==> src/hdl/bfp_pkg.sv <==
// Shared types and constants of the block floating point IQ compressor.
`default_nettype none

package bfp_pkg;

    // Field and word widths
    localparam int unsigned SAMPLE_W   = 16;
    localparam int unsigned MAG_W      = SAMPLE_W + 1;
    localparam int unsigned BYTE_W     = 8;
    localparam int unsigned WORD_W     = 32;
    localparam int unsigned BITLEN_W   = 5;
    localparam int unsigned EXP_W      = 4;
    localparam int unsigned ACC_W      = 20;
    localparam int unsigned NBITS_W    = 5;

    // Compressed sample widths and their shift bases
    localparam int unsigned WIDTH_12      = 12;
    localparam int unsigned WIDTH_9       = 9;
    localparam int unsigned SHIFT_BASE_12 = 21;
    localparam int unsigned SHIFT_BASE_9  = 24;

    // Largest exponent bound: a full 17-bit magnitude in 9-bit mode
    localparam int unsigned EXP_MAX = MAG_W - (WORD_W - SHIFT_BASE_9);

    // Configuration port
    localparam int unsigned CFG_IDX_W  = 2;
    localparam int unsigned CFG_DATA_W = 8;
    localparam logic [CFG_IDX_W-1:0] REG_WIDTH_MODE = 2'd0;
    localparam logic [CFG_IDX_W-1:0] REG_EXP_OFFSET = 2'd1;

    // What the packer does in the current cycle
    typedef struct packed {
        logic take;   // one sample is consumed
        logic emit;   // one byte is produced
        logic last;   // that byte closes the block
    } t_pack_stat;

    // Bit length of a magnitude (32 minus its leading zeros as a 32-bit word)
    function automatic logic [BITLEN_W-1:0] bit_length(input logic [MAG_W-1:0] v);
        logic [BITLEN_W-1:0] n;
        n = '0;
        for (int i = 0; i < MAG_W; i++) begin
            if (v[i]) begin
                n = BITLEN_W'(i + 1);
            end
        end
        return n;
    endfunction

endpackage

`default_nettype wire

==> src/hdl/bfp_iq_compressor_core.sv <==
// Top level of the block floating point IQ compressor.
`default_nettype none

// Collects PAIRS_PER_BLOCK IQ pairs, one per cycle while busy is low, tracking the
// largest magnitude. The last pair of a block raises busy; the block then works out
// the exponent in S_EXP and emits the exponent byte, followed by one packed byte per
// cycle from the bit packer (36 bytes at 12 bits, 27 at 9 bits with 12 pairs), the
// final one marked by o_last_byte. No new pair is taken until that last byte is
// emitted, so throughput is set by the single byte-wide output. Results carry
// o_strobe for one cycle and cannot be held off; configuration is sampled when the
// block is emitted.
module bfp_iq_compressor_core #(
    parameter int unsigned PAIRS_PER_BLOCK = 12
) (
    input  wire logic                              i_clk,
    input  wire logic                              i_rst_n,
    input  wire logic                              start,
    output logic                                   busy,
    input  wire logic signed [bfp_pkg::SAMPLE_W-1:0] i_i_sample,
    input  wire logic signed [bfp_pkg::SAMPLE_W-1:0] i_q_sample,
    input  wire logic                              i_cfg_we,
    input  wire logic [bfp_pkg::CFG_IDX_W-1:0]     i_cfg_index,
    input  wire logic [bfp_pkg::CFG_DATA_W-1:0]    i_cfg_data,
    output logic                                   o_strobe,
    output logic [bfp_pkg::BYTE_W-1:0]             o_out_byte,
    output logic                                   o_last_byte
);

    localparam int unsigned SAMPLES  = 2 * PAIRS_PER_BLOCK;
    localparam int unsigned PAIR_AW  = (PAIRS_PER_BLOCK > 1) ? $clog2(PAIRS_PER_BLOCK) : 1;
    localparam int unsigned CNT_W    = $clog2(SAMPLES + 1);
    localparam int unsigned PAIR_W   = 2 * bfp_pkg::SAMPLE_W;

    typedef enum logic [1:0] {
        S_IDLE,
        S_EXP,
        S_PACK
    } t_state;

    t_state r_state;

    logic                          r_width_mode;
    logic [bfp_pkg::CFG_DATA_W-1:0] r_exp_offset;
    logic [bfp_pkg::MAG_W-1:0]     r_max;
    logic [PAIR_AW-1:0]            r_pair_cnt;
    logic [CNT_W-1:0]              r_idx;
    logic [CNT_W-1:0]              n_idx;
    logic [bfp_pkg::EXP_W-1:0]     r_exp;
    logic [bfp_pkg::EXP_W-1:0]     n_exp;
    logic                          r_strobe;
    logic [bfp_pkg::BYTE_W-1:0]    r_out_byte;
    logic                          r_last_byte;

    logic [PAIR_W-1:0]             r_mem [PAIRS_PER_BLOCK];
    logic [PAIR_W-1:0]             r_rd_pair;

    logic                          accept;
    logic [bfp_pkg::MAG_W-1:0]     mag_i;
    logic [bfp_pkg::MAG_W-1:0]     mag_q;
    logic [bfp_pkg::MAG_W-1:0]     n_max;
    logic [bfp_pkg::BITLEN_W-1:0]  bitlen;
    logic [bfp_pkg::BITLEN_W-1:0]  knee;
    logic [bfp_pkg::SAMPLE_W-1:0]  cur_sample;

    bfp_pkg::t_pack_stat           stat;
    logic [bfp_pkg::BYTE_W-1:0]    pack_byte;

    assign busy     = (r_state != S_IDLE);
    assign accept   = start && !busy;
    assign o_strobe    = r_strobe;
    assign o_out_byte  = r_out_byte;
    assign o_last_byte = r_last_byte;

    // Configuration registers; writes to unknown indexes are dropped
    always_ff @(posedge i_clk) begin
        if (!i_rst_n) begin
            r_width_mode <= 1'b1;
            r_exp_offset <= '0;
        end else if (i_cfg_we) begin
            unique case (i_cfg_index)
                bfp_pkg::REG_WIDTH_MODE: r_width_mode <= i_cfg_data[0];
                bfp_pkg::REG_EXP_OFFSET: r_exp_offset <= i_cfg_data;
                default: ;
            endcase
        end
    end

    // Magnitudes of the incoming pair; -32768 gives 32768
    always_comb begin
        mag_i = i_i_sample[bfp_pkg::SAMPLE_W-1]
              ? (bfp_pkg::MAG_W'(1 << bfp_pkg::SAMPLE_W) - {1'b0, i_i_sample})
              : {1'b0, i_i_sample};
        mag_q = i_q_sample[bfp_pkg::SAMPLE_W-1]
              ? (bfp_pkg::MAG_W'(1 << bfp_pkg::SAMPLE_W) - {1'b0, i_q_sample})
              : {1'b0, i_q_sample};
        n_max = r_max;
        if (mag_i > n_max) begin
            n_max = mag_i;
        end
        if (mag_q > n_max) begin
            n_max = mag_q;
        end
    end

    // Exponent: bit length of the peak above the width's knee, floored at zero
    always_comb begin
        bitlen = bfp_pkg::bit_length(r_max);
        knee   = r_width_mode
               ? bfp_pkg::BITLEN_W'(bfp_pkg::WORD_W - bfp_pkg::SHIFT_BASE_12)
               : bfp_pkg::BITLEN_W'(bfp_pkg::WORD_W - bfp_pkg::SHIFT_BASE_9);
        n_exp  = (bitlen > knee) ? bfp_pkg::EXP_W'(bitlen - knee) : '0;
    end

    // Sample index: reset for each block, stepped as the packer takes samples
    always_comb begin
        unique case (r_state)
            S_PACK:  n_idx = stat.take ? (r_idx + 1'b1) : r_idx;
            default: n_idx = '0;
        endcase
    end

    // Pair store: one pair written per accept, read ahead at the next index
    always_ff @(posedge i_clk) begin
        if (accept) begin
            r_mem[r_pair_cnt] <= {i_i_sample, i_q_sample};
        end
        r_rd_pair <= r_mem[n_idx[PAIR_AW:1]];
    end

    assign cur_sample = r_idx[0] ? r_rd_pair[bfp_pkg::SAMPLE_W-1:0]
                                 : r_rd_pair[PAIR_W-1:bfp_pkg::SAMPLE_W];

    bfp_packer u_packer (
        .i_clk        (i_clk),
        .i_rst_n      (i_rst_n),
        .i_clear      (r_state == S_EXP),
        .i_advance    (r_state == S_PACK),
        .i_more       (r_idx != CNT_W'(SAMPLES)),
        .i_final      (r_idx == CNT_W'(SAMPLES - 1)),
        .i_sample     (cur_sample),
        .i_exp        (r_exp),
        .i_width_mode (r_width_mode),
        .o_stat       (stat),
        .o_byte       (pack_byte)
    );

    // Sequencer: collect pairs, emit the exponent byte, then drain the packer
    always_ff @(posedge i_clk) begin
        if (!i_rst_n) begin
            r_state     <= S_IDLE;
            r_max       <= '0;
            r_pair_cnt  <= '0;
            r_idx       <= '0;
            r_exp       <= '0;
            r_strobe    <= 1'b0;
            r_out_byte  <= '0;
            r_last_byte <= 1'b0;
        end else begin
            r_strobe <= 1'b0;
            r_idx    <= n_idx;
            unique case (r_state)
                S_IDLE: begin
                    if (accept) begin
                        r_max <= n_max;
                        if (r_pair_cnt == PAIR_AW'(PAIRS_PER_BLOCK - 1)) begin
                            r_pair_cnt <= '0;
                            r_state    <= S_EXP;
                        end else begin
                            r_pair_cnt <= r_pair_cnt + 1'b1;
                        end
                    end
                end
                S_EXP: begin
                    r_exp       <= n_exp;
                    r_strobe    <= 1'b1;
                    r_out_byte  <= bfp_pkg::BYTE_W'(n_exp) + r_exp_offset;
                    r_last_byte <= 1'b0;
                    r_max       <= '0;
                    r_state     <= S_PACK;
                end
                S_PACK: begin
                    if (stat.emit) begin
                        r_strobe    <= 1'b1;
                        r_out_byte  <= pack_byte;
                        r_last_byte <= stat.last;
                    end
                    if (stat.emit && stat.last) begin
                        r_state <= S_IDLE;
                    end
                end
                default: r_state <= S_IDLE;
            endcase
        end
    end

    // A byte is only ever produced by the exponent or packing steps
    a_strobe_from_work: assert property (@(posedge i_clk) disable iff (!i_rst_n)
        o_strobe |-> $past(r_state != S_IDLE))
        else $error("strobe without a block in progress");

    // The closing byte hands the block back, ready for new pairs
    a_last_frees: assert property (@(posedge i_clk) disable iff (!i_rst_n)
        (o_strobe && o_last_byte) |-> !busy)
        else $error("block still busy after its last byte");

    // No pair is collected mid-emission
    a_no_collect_busy: assert property (@(posedge i_clk) disable iff (!i_rst_n)
        (r_state != S_IDLE) |-> (r_pair_cnt == '0))
        else $error("pair count moved while emitting");

    // Sample index stays within the block
    a_idx_range: assert property (@(posedge i_clk) disable iff (!i_rst_n)
        r_idx <= CNT_W'(SAMPLES))
        else $error("sample index past end of block");

    // Exponent never exceeds what a 17-bit peak allows
    a_exp_range: assert property (@(posedge i_clk) disable iff (!i_rst_n)
        r_exp <= bfp_pkg::EXP_W'(bfp_pkg::EXP_MAX))
        else $error("exponent out of range");

endmodule

`default_nettype wire

==> src/hdl/bfp_packer.sv <==
// Bit packer: shifts samples by the exponent and cuts them into bytes, one byte per cycle while i_advance is high.
`default_nettype none

module bfp_packer (
    input  wire logic                          i_clk,
    input  wire logic                          i_rst_n,
    input  wire logic                          i_clear,
    input  wire logic                          i_advance,
    input  wire logic                          i_more,
    input  wire logic                          i_final,
    input  wire logic [bfp_pkg::SAMPLE_W-1:0]  i_sample,
    input  wire logic [bfp_pkg::EXP_W-1:0]     i_exp,
    input  wire logic                          i_width_mode,
    output bfp_pkg::t_pack_stat                o_stat,
    output logic [bfp_pkg::BYTE_W-1:0]         o_byte
);

    logic [bfp_pkg::ACC_W-1:0]    r_acc;
    logic [bfp_pkg::ACC_W-1:0]    n_acc;
    logic [bfp_pkg::NBITS_W-1:0]  r_nbits;
    logic [bfp_pkg::NBITS_W-1:0]  n_nbits;

    logic signed [bfp_pkg::SAMPLE_W-1:0] shifted;
    logic [bfp_pkg::ACC_W-1:0]    s_bits;
    logic [bfp_pkg::NBITS_W-1:0]  width;
    logic [bfp_pkg::ACC_W-1:0]    grown;
    logic [bfp_pkg::NBITS_W-1:0]  grown_n;

    // Scale the sample and append it below the bits still held
    always_comb begin
        shifted = $signed(i_sample) >>> i_exp;
        if (i_width_mode) begin
            width  = bfp_pkg::NBITS_W'(bfp_pkg::WIDTH_12);
            s_bits = bfp_pkg::ACC_W'(shifted[bfp_pkg::WIDTH_12-1:0]);
        end else begin
            width  = bfp_pkg::NBITS_W'(bfp_pkg::WIDTH_9);
            s_bits = bfp_pkg::ACC_W'(shifted[bfp_pkg::WIDTH_9-1:0]);
        end
        grown   = (r_acc << width) | s_bits;
        grown_n = r_nbits + width;
    end

    // Byte selection: drain a full byte, else take a sample, else flush the tail
    always_comb begin
        o_stat  = '0;
        o_byte  = '0;
        n_acc   = r_acc;
        n_nbits = r_nbits;
        if (r_nbits >= bfp_pkg::NBITS_W'(bfp_pkg::BYTE_W)) begin
            o_stat.emit = 1'b1;
            n_nbits     = r_nbits - bfp_pkg::NBITS_W'(bfp_pkg::BYTE_W);
            o_byte      = bfp_pkg::BYTE_W'(r_acc >> n_nbits);
            o_stat.last = !i_more && (n_nbits == '0);
        end else if (i_more) begin
            o_stat.take = 1'b1;
            o_stat.emit = 1'b1;
            n_acc       = grown;
            n_nbits     = grown_n - bfp_pkg::NBITS_W'(bfp_pkg::BYTE_W);
            o_byte      = bfp_pkg::BYTE_W'(grown >> n_nbits);
            o_stat.last = i_final && (n_nbits == '0);
        end else if (r_nbits != '0) begin
            // Partial last byte, padded with zeros at the bottom
            o_stat.emit = 1'b1;
            o_stat.last = 1'b1;
            o_byte      = bfp_pkg::BYTE_W'(r_acc << (bfp_pkg::NBITS_W'(bfp_pkg::BYTE_W) - r_nbits));
            n_nbits     = '0;
        end
    end

    // Bit count is control state; the accumulator is payload
    always_ff @(posedge i_clk) begin
        if (!i_rst_n) begin
            r_nbits <= '0;
        end else if (i_clear) begin
            r_nbits <= '0;
        end else if (i_advance) begin
            r_nbits <= n_nbits;
        end
    end

    always_ff @(posedge i_clk) begin
        if (i_advance) begin
            r_acc <= n_acc;
        end
    end

endmodule

`default_nettype wire

==> config.mk <==
export PLATFORM = sky130hd
export DESIGN_NAME = bfp_iq_compressor_core
export DESIGN_NICKNAME = d
export VERILOG_FILES = /design/src/hdl/bfp_pkg.sv /design/src/hdl/bfp_iq_compressor_core.sv /design/src/hdl/bfp_packer.sv
export SDC_FILE = /design/constraint.sdc
export NUM_CORES = 1
export LEC_CHECK = 0
export CORE_MARGIN = 3
export CORE_UTILIZATION = 45
export DETAILED_ROUTE_END_ITERATION = 12
export DONT_BUFFER_PORTS = 1
export GPL_ROUTABILITY_DRIVEN = 0
export SLEW_MARGIN = 20
export SYNTH_ARGS = -nofsm -noshare
export SYNTH_HDL_FRONTEND = slang
export SYNTH_SLANG_ARGS = --single-unit
==> constraint.sdc <==
create_clock -name i_clk -period 8.1 [get_ports i_clk]
set_input_delay 2.43 -clock i_clk [delete_from_list [all_inputs] [get_ports i_clk]]
set_output_delay 2.43 -clock i_clk [all_outputs]
set_load 0.005 [all_outputs]
== After elaboration in Yosys (flattened, before gate mapping) ==
Memories as Yosys holds them, arrays and structs flattened. A register that Yosys moved wholly into a read port is not among the register bits.
Index checks and enable logic that the tools add are counted.
Word-level totals
  bits in registers: 76
  bits in writable memories: 384
  bits of input ports: 46
  output and inout bits: 11
  logic and storage cells: 125
  memories: 1
Memory list
  r_mem: depth 12, bits a word 32, rd ports 1, clocked after Yosys merged registers in 1, write ports 1, RTL line bfp_iq_compressor_core.sv:54  | logic [PAIR_W-1:0] r_mem [PAIRS_PER_BLOCK];
Operators by class
  add/sub/neg operators: 10
  magnitude comparators: 4
  eq/ne operators: 10
  shift-type cells: 5
  muxes and demuxes: 54
  bitwise operators: 3
  reductions and logical operators: 25
Operator list (number)
  $mux W5: 21
  $mux W17: 5
  $shr A20 B5 Y8: 2
  $gt A17 B17 Y1: 2
  $pmux W17 S2: 1
  $sub A17 B16 Y17 const A: 2
  $mux W8: 4
  $or A20 B12 Y20: 1
  $shl A20 B4 Y20: 1
  $shl A20 B5 Y8: 1
  $mux W16: 1
  $pmux W8 S2: 1
  $sshr A16 B4 Y12: 1
  $mux W2: 7
  $reduce_and A2 Y1: 7
  $mux W12: 1
  $logic_not A5 Y1: 2
  $sub A5 B4 Y5 const B: 2
  $add A4 B8 Y8: 1
  $mux W4: 2
  $ne A2 B2 Y1 const B: 4
  $mux W1: 7
  $pmux W2 S3: 1
  $reduce_and A3 Y1: 2
  other kinds (22): 32

== Longest topological paths before layout ==
  word-level depth: 21
  depth in mapped cells: 26
  mapped depth without buffers: 26

== Cells and area by module ==
A second synthesis with hierarchy kept.
Second synthesis, totals
  cell total of the unflattened synthesis: 1834
  area, all modules: 24156.9 um^2
By module, submodules not included
  bfp_iq_compressor_core: instances 1, cells an instance 1344, area an instance 19961.6 um^2, sequential area each 13192.7 um^2
  bfp_packer: instances 1, cells an instance 490, area an instance 4195.3 um^2, sequential area each 700.7 um^2

== Worst setup path before layout ==
No wires, ideal clock.
  kind: input port to flip-flop
  from: input i_i_sample[5] in the netlist's numbering
  to: register r_max[10] in the netlist's numbering
  setup time: 130 ps
  data arrival time: 6974 ps
  required time: 7970 ps
  path slack: 996 ps
  cell stages on the path: 21
  path buffers: 2
  path through: nor4_1 -> nand2_1 -> o21ai_0 -> xnor2_1 -> ha_1 -> a21o_1 -> a2111oi_0 -> o211a_1 -> nand2_1 -> nand2_1 -> clkbuf_1 -> mux2i_1 -> ha_1 -> and4_1 -> nand3_1 -> o311a_1 -> o21ai_0 -> o41ai_1 -> nand2_1 -> clkbuf_1 -> o211ai_1
Between the ends
  longest elaborated chain between the ends: 8
Ends and longest elaborated chain
  from (decl): RTL line bfp_iq_compressor_core.sv:19  | input wire logic signed [bfp_pkg::SAMPLE_W-1:0] i_i_sample,
  $sub A17 B16 Y17: RTL line bfp_iq_compressor_core.sv:91  | ? (bfp_pkg::MAG_W'(1 << bfp_pkg::SAMPLE_W) - {1'b0, i_i_sample})
  $mux W17 *: RTL line bfp_iq_compressor_core.sv:91
  $gt A17 B17 Y1: RTL line bfp_iq_compressor_core.sv:97  | if (mag_i > n_max) begin
  $mux W17 *: RTL line bfp_iq_compressor_core.sv:97
  $gt A17 B17 Y1: RTL line bfp_iq_compressor_core.sv:100  | if (mag_q > n_max) begin
  $mux W17 *: RTL line bfp_iq_compressor_core.sv:100
  $mux W17 *: RTL line bfp_iq_compressor_core.sv:163  | if (accept) begin
  $pmux W17 S2 *: RTL line bfp_iq_compressor_core.sv:161  | unique case (r_state)
  to (signal assigned): RTL line bfp_iq_compressor_core.sv:164  | r_max <= n_max;
  to (decl): RTL line bfp_iq_compressor_core.sv:44  | logic [bfp_pkg::MAG_W-1:0] r_max;
Mark *: on every way between the ends. The rest lies on a longest branch, timed or not. The select of a mux whose other input is x is not followed.
A chain may end at the register's enable or synchronous reset.

== Worst setup path after layout ==
  from: input i_i_sample[5] in the netlist's numbering
  to: register r_max[9] in the netlist's numbering
The elaborated chain is that of the path after synthesis.

==> impl_metrics.toml <==
[clock_tree]
cts_hold_buf = 0
cts_tree = "done"
numCtsBuffers = 53
insertion_delay_ns = 0.61
root_buffer = "clkbuf_16"
post_cts_buffers = 0
path_clk_slew_ns = 0.06
cts_max_path_buffers = 3
post_cts_resize_count = 0
cts_num_sinks = 492
h-tree-depth = 2

[timing]
finalCritPeriodShare_pct = 87.42
slew_viol_final = 0
max_freq_mhz = 141.2
setup-violations-final = 0
hold_viol_final = 0
worstMarginPinSlew_ns = 0.9488
min_period_ns = 7.081
fin_skew_ns = 0.01798
fin_tns_setup_ns = 0
rsz0062_at_grt = "false"
relSlewSlack_pct = 36.29

[detailed_routing]
viasPerCell = 5.992
drc_errors = 0
wire_per_inst_um = 24.13
firstDrtPassIters = 5
vias = 14752
antenna_left = 0
drtIter0Drc = 1322
routed_wl_um = 59420

[global_route]
overflow = 0
gr-usage-all-layers_pct = 21.15
grt_pass1_wl_um = 90630
antenna_found_initial = 2
grt_pass1_vias = 14699
grt_max_degree = 66

[synth]
synth.top_cell.area_share_pct = 50.79
synth_cells = 1745
synth_area_mm2 = 0.02389
synth.most_common_cell = "edfxtp_1"
synth_compound_area_share_pct = 8.009
synth_ff_type = "edfxtp_1"
synth.area.mux_share_pct = 18.91
yosysUniqueCellTypes = 78
synthArstFlopShare_pct = 0
ys_ff_latch = 492
synth-edff-count = 404
synth_fa_ha_area_share_pct = 3.101
synth_area_per_cell_um2 = 13.69
yosys-top-cells-area = "edfxtp_1 51%, mux4_2 9.8%, mux2i_1 7.9%"
yosys_warnings = 0
ys_seq_area_share_pct = 58.17
synth-xor-area-share_pct = 1.687
synth_top_family_by_area = "multiplexers"
yosys.area_share.simple_pct = 7.381
synth_top_cell_by_area = "edfxtp_1"
synthTopCellsByCount = "404 x edfxtp_1, 189 x mux2i_1, 126 x nor2_1"

[setup_path]
worstReg2RegStart = "u_packer.r_nbits[3]"
startpoint_type = "input pin"
end_kind = "register"
path_class = "input pin to register"
crit_path_end = "r_max[9]"
critPathMaxFanout = 16
startpoint = "i_i_sample[5]"
rrSetupSlack_ns = 2.98
ff2ff_path_depth = 10
crit_arrival_ns = 7.59
r2r_end = "r_rd_pair[9]"
cp.required_ns = 8.61

[job]
drv_cap = 0

[placed_design]
placed_area_mm2 = 0.02468
dpl.hpwl_um = 37940
port_buffers = 0

[floorplan]
die_area_mm2 = 0.05588
die_x_um = 236.4
design.core.area_mm2 = 0.05192
fp.dieH_um = 236.4
io-pin-count = 57
num_rows = 83
start_util_pct = 46.00

[layout]
stdcell_area_mm2 = 0.02643
diodes = 0
final_util_pct = 50.91
final_nets = 1841
drive_above_1_share_pct = 14.53
nFillCells = 4404
syn_to_final_growth_pct = 10.67

[hold_path]
min_path_type = "register to register"

[outcome]
status = "complete, no violations"

[pwr]
power.density_mw_per_mm2 = 212.9
leakage_nw = 9.582
irDropWorstVdd_mv = 0.2355
[cells by family (layout without fill, tap and decap cells)]
logic type	count (synthesis)	count (layout)
DFF	492	492
and+or+nand+nor	383	383
muxes	314	314
AOI/OAI and AO/OA	293	293
buffers and inverters	158	194
adders and majority gates	58	58
xor gates and xnor gates	46	46
other	1	2
[routing by layer]
layer / track usage, % / vias to the layer above / wire [um]
li1: - / 6739 / -
met4: 6.395 / 2 / 1552
met3: 4.186 / 113 / 4063
met5: 0 / - / 12
met2: 34.86 / 495 / 28990
met1: 28.48 / 7403 / 24800
[worst max-delay path: stages]
cell and delay (ns):
nor4_1 0.58, nand2_1 0.13, o21ai_0 0.24, xnor2_1 0.20
ha_1 0.29, a21o_1 0.16, a2111oi_0 0.50, o211a_1 0.24
nand2_1 0.06, nand2_1 0.05, buf_4 0.29, mux2i_1 0.31
ha_1 0.29, a21o_1 0.17, a21o_1 0.17, a21oi_1 0.16
o311a_1 0.18, o21ai_0 0.08, o41ai_1 0.13, nand2_1 0.56
o211ai_1 0.36
[layout by cell type (no fill, tap or decap), types with 22 or more instances in the layout]
master	n
edfxtp_1	404
mux2i_1	189
nor2_1	117
nand2_1	111
mux4_2	104
dfxtp_1	88
a21oi_1	77
o21ai_0	65
inv_1	58
ha_1	56
clkbuf_16	55
xnor2_1	36
buf_4	33
nand3_1	30
nand2b_1	30
o211ai_1	22
[layout make-up]
| cell class | count | area, um2 | share of cell area, % |
|---|---|---|---|
| clock buffers | 77 | 1516 | 5.737 |
| clock inverters | 23 | 229.0 | 0.8662 |
| inverters | 61 | 229.0 | 0.8662 |
| multi-input cells | 1096 | 9467 | 35.81 |
| flip-flops and latches | 492 | 13890 | 52.56 |
| well taps | 680 | 850.8 | 3.219 |
| repair buffers | 33 | 247.7 | 0.9372 |
[state kept, by name, indices dropped and copies added (netlist names), 4 cells and up]
register          cells
r_rd_pair            32
r_pair_cnt            4
r_mem               384
u_packer.r_nbits      5
u_packer.r_acc       20
r_max                17
r_exp_offset          8
o_out_byte            8
r_idx                 5
r_exp                 4
[worst min path at each step]
stage / startpoint / to / cells past startpoint
global route: r_max[5] / r_max[5] / 2
CTS: r_max[6] / r_max[6] / 2
global placement: r_max[6] / r_max[6] / 2
detailed placement: r_max[6] / r_max[6] / 2
finish: r_exp_offset[3] / r_exp_offset[3] / 2
floorplan: r_max[4] / r_max[4] / 2
[through the flow]
step	power, W	worst slack [ns]	hold slack, ns	cells
finish	0.005627	1.019	0.5231	2462
detailed placement	0.003280	0.5207	0.5173	2362
global route	0.005828	0.4892	0.5458	2462
CTS	0.005684	1.145	0.5255	2462
global placement	0.003272	0.7013	0.5090	2362
floorplan	0.003151	0.9957	0.4648	1746
[where the power goes]
part	internal (W)	switching (W)	total (W)	leakage, nW
sequential	0.00279	0.0000371	0.00283	4.38
clock	0.00140	0.000997	0.00240	0.841
combinational	0.000166	0.000234	0.000400	4.36
total	0.00436	0.00127	0.00563	9.58
Power figures use the tool's default switching activity.
